File: src/design/bbc_pkg.sv
`timescale 1ns / 1ps
package bbc_pkg;

	localparam int SLOTS_DEF   = 16;
	localparam int MAX_RESULTS = 17;
	localparam int CNT_W       = $clog2(MAX_RESULTS);

	localparam logic [7:0]  DEV_ONES = 8'hFF;
	localparam logic [31:0] BLK_ONES = 32'hFFFF_FFFF;

	// request kinds as they arrive on the input word
	localparam logic [2:0] KIND_READ    = 3'd0;
	localparam logic [2:0] KIND_WRITE   = 3'd1;
	localparam logic [2:0] KIND_RELEASE = 3'd2;
	localparam logic [2:0] KIND_INVAL   = 3'd3;
	localparam logic [2:0] KIND_SYNC    = 3'd4;

	// fill outcomes; anything else counts as a read error
	localparam logic [1:0] FS_OK    = 2'd0;
	localparam logic [1:0] FS_NODEV = 2'd1;

	typedef enum logic [2:0] {
		CODE_GRANTED   = 3'd0,
		CODE_WRITEBACK = 3'd1,
		CODE_FILL      = 3'd2,
		CODE_FAILED    = 3'd3,
		CODE_DONE      = 3'd4
	} code_t;

	typedef enum logic [2:0] {
		OP_READ, OP_WRITE, OP_RELEASE, OP_INVAL, OP_SYNC, OP_BAD
	} op_t;

	typedef struct packed {
		logic [2:0]  kind;
		logic [7:0]  device;
		logic [31:0] block_number;
		logic [3:0]  slot_index;
		logic [1:0]  fill_status;
	} req_t;

	typedef struct packed {
		code_t       code;
		logic [3:0]  slot;
		logic        hit;
		logic [7:0]  out_device;
		logic [31:0] out_block;
		logic        last;
	} rsp_t;

	// classified request held in the queue between front and back
	typedef struct packed {
		op_t         op;
		logic [7:0]  device;
		logic [31:0] block_number;
		logic [3:0]  slot_index;
		logic [1:0]  fill_status;
	} entry_t;

	typedef struct packed {
		logic   valid;
		entry_t entry;
	} head_t;

endpackage

File: src/design/bbc_if.sv
`timescale 1ns / 1ps
interface bbc_req_if;
	logic          valid;
	logic          ready;
	bbc_pkg::req_t data;

	modport source (output valid, output data, input ready);
	modport sink (input valid, input data, output ready);
endinterface

interface bbc_rsp_if;
	logic          valid;
	logic          ready;
	bbc_pkg::rsp_t data;

	modport source (output valid, output data, input ready);
	modport sink (input valid, input data, output ready);
endinterface

File: src/design/block_buffer_cache_lru.sv
`timescale 1ns / 1ps
// Tag and LRU policy engine of a fully associative write-back block cache.
// Requests enter a two-word queue and are carried out one at a time. A hit,
// release, invalidate or unknown kind passes through the idle, lookup and
// execute states; a miss adds the fill and finish states, whether or not the
// victim is dirty. A sync walks the recency order one rank per cycle while the
// result side accepts its write-back words, then emits the done word. Each
// result word passes through a single output register.
module block_buffer_cache_lru #(
	parameter int SLOTS = bbc_pkg::SLOTS_DEF
) (
	input  logic      clk,
	input  logic      arst_n,
	bbc_req_if.sink   req,
	bbc_rsp_if.source rsp
);

	bbc_pkg::head_t head;
	logic           pop;

	bbc_front u_front (
		.clk    (clk),
		.arst_n (arst_n),
		.req    (req),
		.pop    (pop),
		.head   (head)
	);

	bbc_engine #(
		.SLOTS (SLOTS)
	) u_engine (
		.clk    (clk),
		.arst_n (arst_n),
		.head   (head),
		.pop    (pop),
		.rsp    (rsp)
	);

endmodule

File: src/design/bbc_front.sv
`timescale 1ns / 1ps
module bbc_front (
	input  logic           clk,
	input  logic           arst_n,
	bbc_req_if.sink        req,
	input  logic           pop,
	output bbc_pkg::head_t head
);

	bbc_pkg::entry_t fifo_q [2];
	logic            wr_ptr_q;
	logic            rd_ptr_q;
	logic [1:0]      count_q;
	bbc_pkg::entry_t cls;
	logic            push;
	logic            take;

	// classify the incoming word
	always_comb begin
		cls.device       = req.data.device;
		cls.block_number = req.data.block_number;
		cls.slot_index   = req.data.slot_index;
		cls.fill_status  = req.data.fill_status;
		case (req.data.kind)
			bbc_pkg::KIND_READ:    cls.op = bbc_pkg::OP_READ;
			bbc_pkg::KIND_WRITE:   cls.op = bbc_pkg::OP_WRITE;
			bbc_pkg::KIND_RELEASE: cls.op = bbc_pkg::OP_RELEASE;
			bbc_pkg::KIND_INVAL:   cls.op = bbc_pkg::OP_INVAL;
			bbc_pkg::KIND_SYNC:    cls.op = bbc_pkg::OP_SYNC;
			default:               cls.op = bbc_pkg::OP_BAD;
		endcase
	end

	assign req.ready  = (count_q != 2'd2);
	assign push       = req.valid && req.ready;
	assign take       = pop && (count_q != 2'd0);
	assign head.valid = (count_q != 2'd0);
	assign head.entry = fifo_q[rd_ptr_q];

	// hold the payload of queued words
	always_ff @(posedge clk) begin
		if (push) begin
			fifo_q[wr_ptr_q] <= cls;
		end
	end

	// advance pointers and occupancy
	always_ff @(posedge clk or negedge arst_n) begin
		if (!arst_n) begin
			wr_ptr_q <= 1'b0;
			rd_ptr_q <= 1'b0;
			count_q  <= 2'd0;
		end else begin
			if (push) begin
				wr_ptr_q <= !wr_ptr_q;
			end
			if (take) begin
				rd_ptr_q <= !rd_ptr_q;
			end
			count_q <= count_q + 2'(push) - 2'(take);
		end
	end

endmodule

File: src/design/bbc_engine.sv
`timescale 1ns / 1ps
module bbc_engine #(
	parameter int SLOTS = bbc_pkg::SLOTS_DEF
) (
	input  logic           clk,
	input  logic           arst_n,
	input  bbc_pkg::head_t head,
	output logic           pop,
	bbc_rsp_if.source      rsp
);

	localparam int SW = (SLOTS > 1) ? $clog2(SLOTS) : 1;
	localparam int RW = $clog2(SLOTS + 1);
	localparam logic [SW-1:0] LAST_RANK = SW'(SLOTS - 1);
	localparam logic [RW-1:0] RANK_END = RW'(SLOTS);
	localparam logic [bbc_pkg::CNT_W-1:0] WB_MAX = bbc_pkg::CNT_W'(bbc_pkg::MAX_RESULTS - 1);

	typedef enum logic [5:0] {
		ST_IDLE = 6'b000001,
		ST_LOOK = 6'b000010,
		ST_EXEC = 6'b000100,
		ST_FILL = 6'b001000,
		ST_FIN  = 6'b010000,
		ST_SYNC = 6'b100000
	} state_t;

	state_t state_q, state_d;

	logic [SLOTS-1:0] valid_q, dirty_q, busy_q;
	logic [7:0]       tdev_q [SLOTS];
	logic [31:0]      tblk_q [SLOTS];
	logic [SW-1:0]    rank_q [SLOTS];

	bbc_pkg::entry_t  req_q;
	logic             hit_q;
	logic [SW-1:0]    mslot_q;
	logic [SW-1:0]    vict_q;
	logic [RW-1:0]    rnk_q;
	logic [bbc_pkg::CNT_W-1:0] cnt_q;

	bbc_pkg::rsp_t    oreg_q;
	logic             oval_q;

	logic [SLOTS-1:0] match;
	logic             any_match;
	logic [SW-1:0]    midx, vidx, sidx;
	logic             can_emit, emit;
	bbc_pkg::rsp_t    edata;
	logic             do_hit, do_clear, do_fin, do_rel, do_inv, do_syncwb, adv;
	logic             mru_en;
	logic [SW-1:0]    mru_slot;
	logic [SW-1:0]    mru_old;
	logic             is_wr;

	// widen a slot number to the 4-bit result field
	function automatic logic [3:0] slot4(input logic [SW-1:0] s);
		logic [SW+3:0] w;
		w = {4'b0, s};
		return w[3:0];
	endfunction

	// search tags, find the victim and the slot at the current sync rank
	always_comb begin
		midx = '0;
		vidx = '0;
		sidx = '0;
		for (int i = 0; i < SLOTS; i++) begin
			match[i] = valid_q[i] && (tdev_q[i] == req_q.device)
				&& (tblk_q[i] == req_q.block_number);
			if (match[i]) begin
				midx = midx | SW'(i);
			end
			if (rank_q[i] == LAST_RANK) begin
				vidx = vidx | SW'(i);
			end
			if (rank_q[i] == rnk_q[SW-1:0]) begin
				sidx = sidx | SW'(i);
			end
		end
		any_match = |match;
	end

	assign can_emit = !oval_q || rsp.ready;
	assign is_wr    = (req_q.op == bbc_pkg::OP_WRITE);

	// sequence one request and form each result word
	always_comb begin
		state_d   = state_q;
		pop       = 1'b0;
		emit      = 1'b0;
		do_hit    = 1'b0;
		do_clear  = 1'b0;
		do_fin    = 1'b0;
		do_rel    = 1'b0;
		do_inv    = 1'b0;
		do_syncwb = 1'b0;
		adv       = 1'b0;
		edata.code       = bbc_pkg::CODE_DONE;
		edata.slot       = 4'd0;
		edata.hit        = 1'b0;
		edata.out_device = 8'd0;
		edata.out_block  = 32'd0;
		edata.last       = 1'b1;
		case (state_q)
			ST_IDLE: begin
				if (head.valid) begin
					pop     = 1'b1;
					state_d = ST_LOOK;
				end
			end
			ST_LOOK: begin
				state_d = ST_EXEC;
			end
			ST_EXEC: begin
				case (req_q.op)
					bbc_pkg::OP_READ, bbc_pkg::OP_WRITE: begin
						if (hit_q) begin
							edata.code = bbc_pkg::CODE_GRANTED;
							edata.slot = slot4(mslot_q);
							edata.hit  = 1'b1;
							if (can_emit) begin
								emit    = 1'b1;
								do_hit  = 1'b1;
								state_d = ST_IDLE;
							end
						end else if (dirty_q[vict_q]) begin
							edata.code       = bbc_pkg::CODE_WRITEBACK;
							edata.slot       = slot4(vict_q);
							edata.out_device = tdev_q[vict_q];
							edata.out_block  = tblk_q[vict_q];
							edata.last       = 1'b0;
							if (can_emit) begin
								emit     = 1'b1;
								do_clear = 1'b1;
								state_d  = ST_FILL;
							end
						end else begin
							do_clear = 1'b1;
							state_d  = ST_FILL;
						end
					end
					bbc_pkg::OP_RELEASE: begin
						edata.slot = req_q.slot_index;
						if (can_emit) begin
							emit    = 1'b1;
							do_rel  = 1'b1;
							state_d = ST_IDLE;
						end
					end
					bbc_pkg::OP_INVAL: begin
						edata.hit  = hit_q;
						edata.slot = hit_q ? slot4(mslot_q) : 4'd0;
						if (can_emit) begin
							emit    = 1'b1;
							do_inv  = 1'b1;
							state_d = ST_IDLE;
						end
					end
					bbc_pkg::OP_SYNC: begin
						state_d = ST_SYNC;
					end
					default: begin
						edata.code = bbc_pkg::CODE_FAILED;
						if (can_emit) begin
							emit    = 1'b1;
							state_d = ST_IDLE;
						end
					end
				endcase
			end
			ST_FILL: begin
				edata.code       = bbc_pkg::CODE_FILL;
				edata.slot       = slot4(vict_q);
				edata.out_device = req_q.device;
				edata.out_block  = req_q.block_number;
				edata.last       = 1'b0;
				if (can_emit) begin
					emit    = 1'b1;
					state_d = ST_FIN;
				end
			end
			ST_FIN: begin
				edata.code = (req_q.fill_status == bbc_pkg::FS_OK)
					? bbc_pkg::CODE_GRANTED : bbc_pkg::CODE_FAILED;
				edata.slot = slot4(vict_q);
				if (can_emit) begin
					emit    = 1'b1;
					do_fin  = 1'b1;
					state_d = ST_IDLE;
				end
			end
			ST_SYNC: begin
				if ((rnk_q == RANK_END) || (cnt_q == WB_MAX)) begin
					if (can_emit) begin
						emit    = 1'b1;
						state_d = ST_IDLE;
					end
				end else if (valid_q[sidx] && dirty_q[sidx]) begin
					edata.code       = bbc_pkg::CODE_WRITEBACK;
					edata.slot       = slot4(sidx);
					edata.out_device = tdev_q[sidx];
					edata.out_block  = tblk_q[sidx];
					edata.last       = 1'b0;
					if (can_emit) begin
						emit      = 1'b1;
						do_syncwb = 1'b1;
						adv       = 1'b1;
					end
				end else begin
					adv = 1'b1;
				end
			end
			default: begin
				state_d = ST_IDLE;
			end
		endcase
	end

	// pick the slot that moves to the head of the recency order
	always_comb begin
		mru_en   = do_hit || (do_fin && (req_q.fill_status != bbc_pkg::FS_NODEV));
		mru_slot = do_hit ? mslot_q : vict_q;
		mru_old  = rank_q[mru_slot];
	end

	// update cache state
	always_ff @(posedge clk or negedge arst_n) begin
		if (!arst_n) begin
			valid_q <= '0;
			dirty_q <= '0;
			busy_q  <= '0;
			for (int i = 0; i < SLOTS; i++) begin
				tdev_q[i] <= bbc_pkg::DEV_ONES;
				tblk_q[i] <= bbc_pkg::BLK_ONES;
				rank_q[i] <= SW'(i);
			end
		end else begin
			if (mru_en) begin
				for (int i = 0; i < SLOTS; i++) begin
					if (rank_q[i] < mru_old) begin
						rank_q[i] <= rank_q[i] + SW'(1);
					end
				end
				rank_q[mru_slot] <= '0;
			end
			if (do_hit) begin
				if (is_wr) begin
					dirty_q[mslot_q] <= 1'b1;
					busy_q[mslot_q]  <= 1'b0;
				end else begin
					busy_q[mslot_q] <= 1'b1;
				end
			end
			if (do_clear) begin
				valid_q[vict_q] <= 1'b0;
				dirty_q[vict_q] <= 1'b0;
				busy_q[vict_q]  <= 1'b0;
				tdev_q[vict_q]  <= bbc_pkg::DEV_ONES;
				tblk_q[vict_q]  <= bbc_pkg::BLK_ONES;
			end
			if (do_fin && (req_q.fill_status == bbc_pkg::FS_OK)) begin
				tdev_q[vict_q]  <= req_q.device;
				tblk_q[vict_q]  <= req_q.block_number;
				valid_q[vict_q] <= 1'b1;
				if (is_wr) begin
					dirty_q[vict_q] <= 1'b1;
				end else begin
					busy_q[vict_q] <= 1'b1;
				end
			end
			if (do_rel) begin
				for (int i = 0; i < SLOTS; i++) begin
					if ({28'd0, req_q.slot_index} == 32'(i)) begin
						busy_q[i] <= 1'b0;
					end
				end
			end
			if (do_inv && hit_q) begin
				valid_q[mslot_q] <= 1'b0;
			end
			if (do_syncwb) begin
				dirty_q[sidx] <= 1'b0;
			end
		end
	end

	// hold the request and lookup results
	always_ff @(posedge clk) begin
		if (pop) begin
			req_q <= head.entry;
		end
		if (state_q == ST_LOOK) begin
			hit_q   <= any_match;
			mslot_q <= midx;
			vict_q  <= vidx;
		end
	end

	// control registers and the output word
	always_ff @(posedge clk or negedge arst_n) begin
		if (!arst_n) begin
			state_q <= ST_IDLE;
			rnk_q   <= '0;
			cnt_q   <= '0;
			oval_q  <= 1'b0;
		end else begin
			state_q <= state_d;
			if (state_q == ST_LOOK) begin
				rnk_q <= '0;
				cnt_q <= '0;
			end else if (adv) begin
				rnk_q <= rnk_q + RW'(1);
				if (do_syncwb) begin
					cnt_q <= cnt_q + bbc_pkg::CNT_W'(1);
				end
			end
			if (emit) begin
				oval_q <= 1'b1;
			end else if (rsp.ready) begin
				oval_q <= 1'b0;
			end
		end
	end

	always_ff @(posedge clk) begin
		if (emit) begin
			oreg_q <= edata;
		end
	end

	assign rsp.valid = oval_q;
	assign rsp.data  = oreg_q;

endmodule

File: src/flat_wrapper.sv
// flat-port wrapper written by rule: the top's interface ports become plain ports
module block_buffer_cache_lru_flat 
#(
	parameter int SLOTS = bbc_pkg::SLOTS_DEF
)
  (clk, arst_n, req_valid, req_data, req_ready, rsp_valid, rsp_data, rsp_ready);
  bbc_req_if req_i ();
  bbc_rsp_if rsp_i ();
  input  logic clk;
  input  logic arst_n;
  input wire logic [$bits(req_i.valid)-1:0] req_valid;
  input wire logic [$bits(req_i.data)-1:0] req_data;
  output wire logic [$bits(req_i.ready)-1:0] req_ready;
  output wire logic [$bits(rsp_i.valid)-1:0] rsp_valid;
  output wire logic [$bits(rsp_i.data)-1:0] rsp_data;
  input wire logic [$bits(rsp_i.ready)-1:0] rsp_ready;
  assign req_i.valid = req_valid;
  assign req_i.data = req_data;
  assign req_ready = req_i.ready;
  assign rsp_valid = rsp_i.valid;
  assign rsp_data = rsp_i.data;
  assign rsp_i.ready = rsp_ready;
  block_buffer_cache_lru #(.SLOTS(SLOTS)) u_core (.clk(clk), .arst_n(arst_n), .req(req_i), .rsp(rsp_i));
endmodule
File: config.mk
export PLATFORM = sky130hd
export DESIGN_NAME = block_buffer_cache_lru_flat
export DESIGN_NICKNAME = d
export VERILOG_FILES = /design/src/design/bbc_pkg.sv /design/src/design/bbc_if.sv /design/src/design/block_buffer_cache_lru.sv /design/src/design/bbc_front.sv /design/src/design/bbc_engine.sv /design/src/flat_wrapper.sv
export SDC_FILE = /design/constraint.sdc
export NUM_CORES = 2
export LEC_CHECK = 0
export BUFFER_PORTS_ARGS = -buffer_cell sky130_fd_sc_hd__buf_2
export CAP_MARGIN = 20
export CORE_UTILIZATION = 51
export DETAILED_ROUTE_END_ITERATION = 16
export PLACE_DENSITY = 0.67
export SETUP_SLACK_MARGIN = 0.1
export SYNTH_ARGS = -nofsm -noshare
export SYNTH_HDL_FRONTEND = slang
export SYNTH_SLANG_ARGS = --single-unit
File: constraint.sdc
create_clock -name clk -period 15.4 [get_ports clk]
set_clock_uncertainty 0.1 [all_clocks]
set_input_delay 0.77 -clock clk [delete_from_list [all_inputs] [get_ports clk]]
set_output_delay 0.77 -clock clk [all_outputs]
set_load 0.03 [all_outputs]
==> impl_metrics.sql <==
INSERT INTO impl_metrics (metric_group, metric, value, unit) VALUES
('clock_network', 'cts_root_buffer', 'sky130_fd_sc_hd__clkbuf_16', ''),
('global_routing', 'grt_remaining_overflow', '0', ''),
('clock_network', 'cts_hold_repair.buffers', '0', ''),
('floorplanning', 'placement_rows', '122', ''),
('power', 'leakagePower', '23.66', 'nW'),
('global_routing', 'vias_in_the_first_global_route', '44520', ''),
('route', 'vias', '47630', ''),
('route', 'remaining_drc_errors', '0', ''),
('sta', 'timing.final.crit_period', '6245', 'ps'),
('worst_setup_path', 'critical_path_class', 'reg2reg', ''),
('sta', 'measured_slew_at_the_worst_slew_check_pin', '1304', 'ps'),
('floorplanning', 'design.core.area', '110500', 'um^2'),
('clock_network', 'number_of_buffers_inserted_by_post_cts_setup_repair', '0', ''),
('worst_hold_path', 'hold_class', 'in2reg', ''),
('synthesis', 'synth_nets', '5092', ''),
('sta', 'finalHoldViolations', '0', ''),
('synthesis', 'yosysSeqAreaShare', '0.4564', ''),
('worst_setup_path', 'worstPathMaxFanout', '43', ''),
('route', 'detail_route.wl_per_cell', '38.51', 'um'),
('floorplanning', 'dieArea', '112800', 'um^2'),
('floorplanning', 'boundaryPins', '104', ''),
('route', 'post_drt_via_cell_ratio', '7.419', ''),
('global_routing', 'grt_max_degree', '169', ''),
('route', 'drtPass1Iterations', '7', ''),
('worst_hold_path', 'timing.hold.worst.start', 'req_data[36]', ''),
('placed_design', 'placement_stage_worst_setup_slack', '9415', 'ps'),
('placed_design', 'gp_congestion', '1.063', ''),
('worst_setup_path', 'arr_time_crit_path', '6510', 'ps'),
('route', 'ant_nets', '0', ''),
('worst_hold_path', 'hold_path_endpoint', 'u_core.u_front.fifo_q[1][36]', ''),
('sta', 'grt_setup_unrepaired', 'false', ''),
('job', 'max_cap_violations', '0', ''),
('synthesis', 'synth_edf_count', '205', ''),
('worst_hold_path', 'hold_depth', '1', ''),
('power', 'vdd_ir_drop_max', '0.1410', 'mV'),
('synthesis', 'synth.top_cell.area_share', '0.3111', ''),
('synthesis', 'post_synth_main_area_contributors', 'sky130_fd_sc_hd__dfstp_2 (31%), sky130_fd_sc_hd__edfxtp_1 (11%), sky130_fd_sc_hd__o22a_1 (9.8%), sky130_fd_sc_hd__mux4_2 (8.6%), sky130_fd_sc_hd__xor2_1 (7.2%)', ''),
('floorplanning', 'fp.dieH', '335.8', 'um'),
('floorplanning', 'die-width', '335.8', 'um'),
('route', 'finalWirelength', '247.2', 'mm'),
('placed_design', 'dp_hpwl', '167.2', 'mm'),
('synthesis', 'synth_async_sr_flop_share', '0.7869', ''),
('power', 'power.density_cell_area', '167.3', 'nW/um^2'),
('synthesis', 'synth_seq_cells', '962', ''),
('floorplanning', 'start_util', '0.5143', ''),
('finish', 'final-instance-count-excl-fill', '6420', ''),
('finish', 'fin_util', '0.5663', ''),
('sta', 'worst_case_headroom_to_the_max_slew_limit', '0.1214', ''),
('finish', 'area_growth', '10.11', '%'),
('sta', 'min_period_over_period', '0.4055', ''),
('outcome', 'run_status', 'finished clean', ''),
('synthesis', 'synth.cells.most_frequent', 'sky130_fd_sc_hd__dfstp_2 (673), sky130_fd_sc_hd__o22a_1 (635), sky130_fd_sc_hd__xor2_1 (469)', ''),
('power', 'post-layout-total-power', '10.47', 'mW'),
('global_routing', 'first_pass_grt_wire_length', '347.4', 'mm'),
('worst_setup_path', 'rr_startpoint', 'u_core.u_engine.rnk_q[1]', ''),
('sta', 'hold-worst-slack', '111.0', 'ps'),
('clock_network', 'h_tree_depth_reported_by_cts', '3', ''),
('worst_setup_path', 'timing.reg2reg.worst_path_depth', '12', ''),
('clock_network', 'clock_tree_from_tritoncts', 'built', ''),
('global_routing', 'groute.usage.overall', '0.4346', ''),
('finish', 'post_route_cells_drive_above_1_share', '0.2988', ''),
('synthesis', 'netlist_instances', '4969', ''),
('clock_network', 'clk_buf_depth', '3', ''),
('clock_network', 'number_of_gates_given_a_new_drive_strength_after_cts', '0', ''),
('finish', 'final_area', '62580', 'um^2'),
('clock_network', 'clock_latency', '760', 'ps'),
('sta', 'maxSlewViolCount', '0', ''),
('route', 'drt_iter0_markers', '8102', ''),
('worst_setup_path', 'worst_setup_path_end_kind', 'flip-flop', ''),
('global_routing', 'grt_antenna_before_repair', '12', ''),
('sta', 'setup-violations-final', '0', '');
-- worst max-delay path: stages (launching register included) --
cell and delay (ps):
sky130_fd_sc_hd__dfrtp_1 1030, sky130_fd_sc_hd__xor2_1 160, sky130_fd_sc_hd__nor4_1 460, sky130_fd_sc_hd__or2_2 770
sky130_fd_sc_hd__buf_4 720, sky130_fd_sc_hd__a21oi_1 100, sky130_fd_sc_hd__a32o_1 240, sky130_fd_sc_hd__o31a_1 250
sky130_fd_sc_hd__a211oi_1 500, sky130_fd_sc_hd__nand2_1 130, sky130_fd_sc_hd__a21o_1 240, sky130_fd_sc_hd__a21oi_4 330
sky130_fd_sc_hd__buf_4 690
-- state kept, by name, summed over array words and instances (netlist names), 2 cells and up --
| signal | flops |
|---|---|
| u_core.u_engine.req_q | 49 |
| u_core.u_engine.rank_q | 64 |
| u_core.u_engine.cnt_q | 5 |
| u_core.u_engine.rnk_q | 5 |
| u_core.u_engine.valid_q | 16 |
| u_core.u_engine.dirty_q | 16 |
| u_core.u_front.fifo_q | 98 |
| u_core.u_front.count_q | 2 |
| u_core.u_engine.tblk_q | 512 |
| u_core.u_engine.state_q | 6 |
| u_core.u_engine.vict_q | 4 |
| u_core.u_engine.rsp.data | 49 |
| u_core.u_engine.tdev_q | 128 |
| u_core.u_engine.mslot_q | 4 |
-- placed cells by master, fill, tap and decap left out, types with 169 or more instances in the layout --
| master | Yosys | final |
|---|---|---|
| sky130_fd_sc_hd__nand2_1 | 247 | 231 |
| sky130_fd_sc_hd__o22a_1 | 635 | 635 |
| sky130_fd_sc_hd__o22ai_1 | 197 | 197 |
| sky130_fd_sc_hd__xor2_1 | 469 | 469 |
| sky130_fd_sc_hd__xnor2_1 | 271 | 271 |
| sky130_fd_sc_hd__edfxtp_1 | 205 | 205 |
| sky130_fd_sc_hd__o21ai_0 | 169 | 169 |
| sky130_fd_sc_hd__mux4_2 | 217 | 217 |
| sky130_fd_sc_hd__nor2_1 | 198 | 174 |
| sky130_fd_sc_hd__dfstp_2 | 673 | 673 |
-- worst max-delay path by stage --
stage,startpoint,to,slack [ps],cells after the start
global placement,u_core.u_engine.rnk_q[1],u_core.u_engine.rsp.data[11],9390,12
global route,u_core.u_engine.rnk_q[1],u_core.u_engine.rsp.data[43],9130,12
detailed placement,u_core.u_engine.rnk_q[1],u_core.u_engine.rsp.data[22],9420,12
floorplan,u_core.u_engine.rnk_q[1],u_core.u_engine.rsp.data[0],9580,14
CTS,u_core.u_engine.rnk_q[1],u_core.u_engine.rsp.data[25],9400,12
finish,u_core.u_engine.rnk_q[1],u_core.u_engine.rsp.data[43],9150,12
-- cell type report --
class | count | area (um^2)
fillers | 9494 | 47930
multi-input cells | 3489 | 29230
flip-flops and latches | 962 | 25940
clock buffers | 151 | 3088
well taps | 1488 | 1862
repair buffers | 244 | 1672
clock inverters | 54 | 679.4
inverters | 27 | 101.3
diodes | 5 | 12.51
-- cell families after synthesis --
| kind of cell | synth area share |
|---|---|
| buffers and inverters | 0.03489 |
| adders and majority gates | 0.01541 |
| DFF | 0.4564 |
| AOI/OAI and AO/OA | 0.1859 |
| muxes | 0.1086 |
| and+or+nand+nor | 0.08480 |
| xor gates and xnor gates | 0.1140 |
-- report_power, final --
| part | leakage, nW | switching (mW) | internal (mW) | total, mW |
|---|---|---|---|---|
| Combinational | 11.9 | 2.76 | 1.23 | 3.98 |
| Clock | 1.83 | 1.16 | 1.61 | 2.77 |
| Sequential | 9.97 | 0.494 | 3.23 | 3.72 |
-- routing by layer --
layer,global-route usage,up-vias,part of all wire
li1,-,18720,-
met1,0.5474,24090,0.36
met2,0.6209,3931,0.42
met3,0.1702,872,0.14
met4,0.2777,16,0.084
met5,0.01106,-,0.0013
Note: power is estimated with default switching activity, not from simulation.
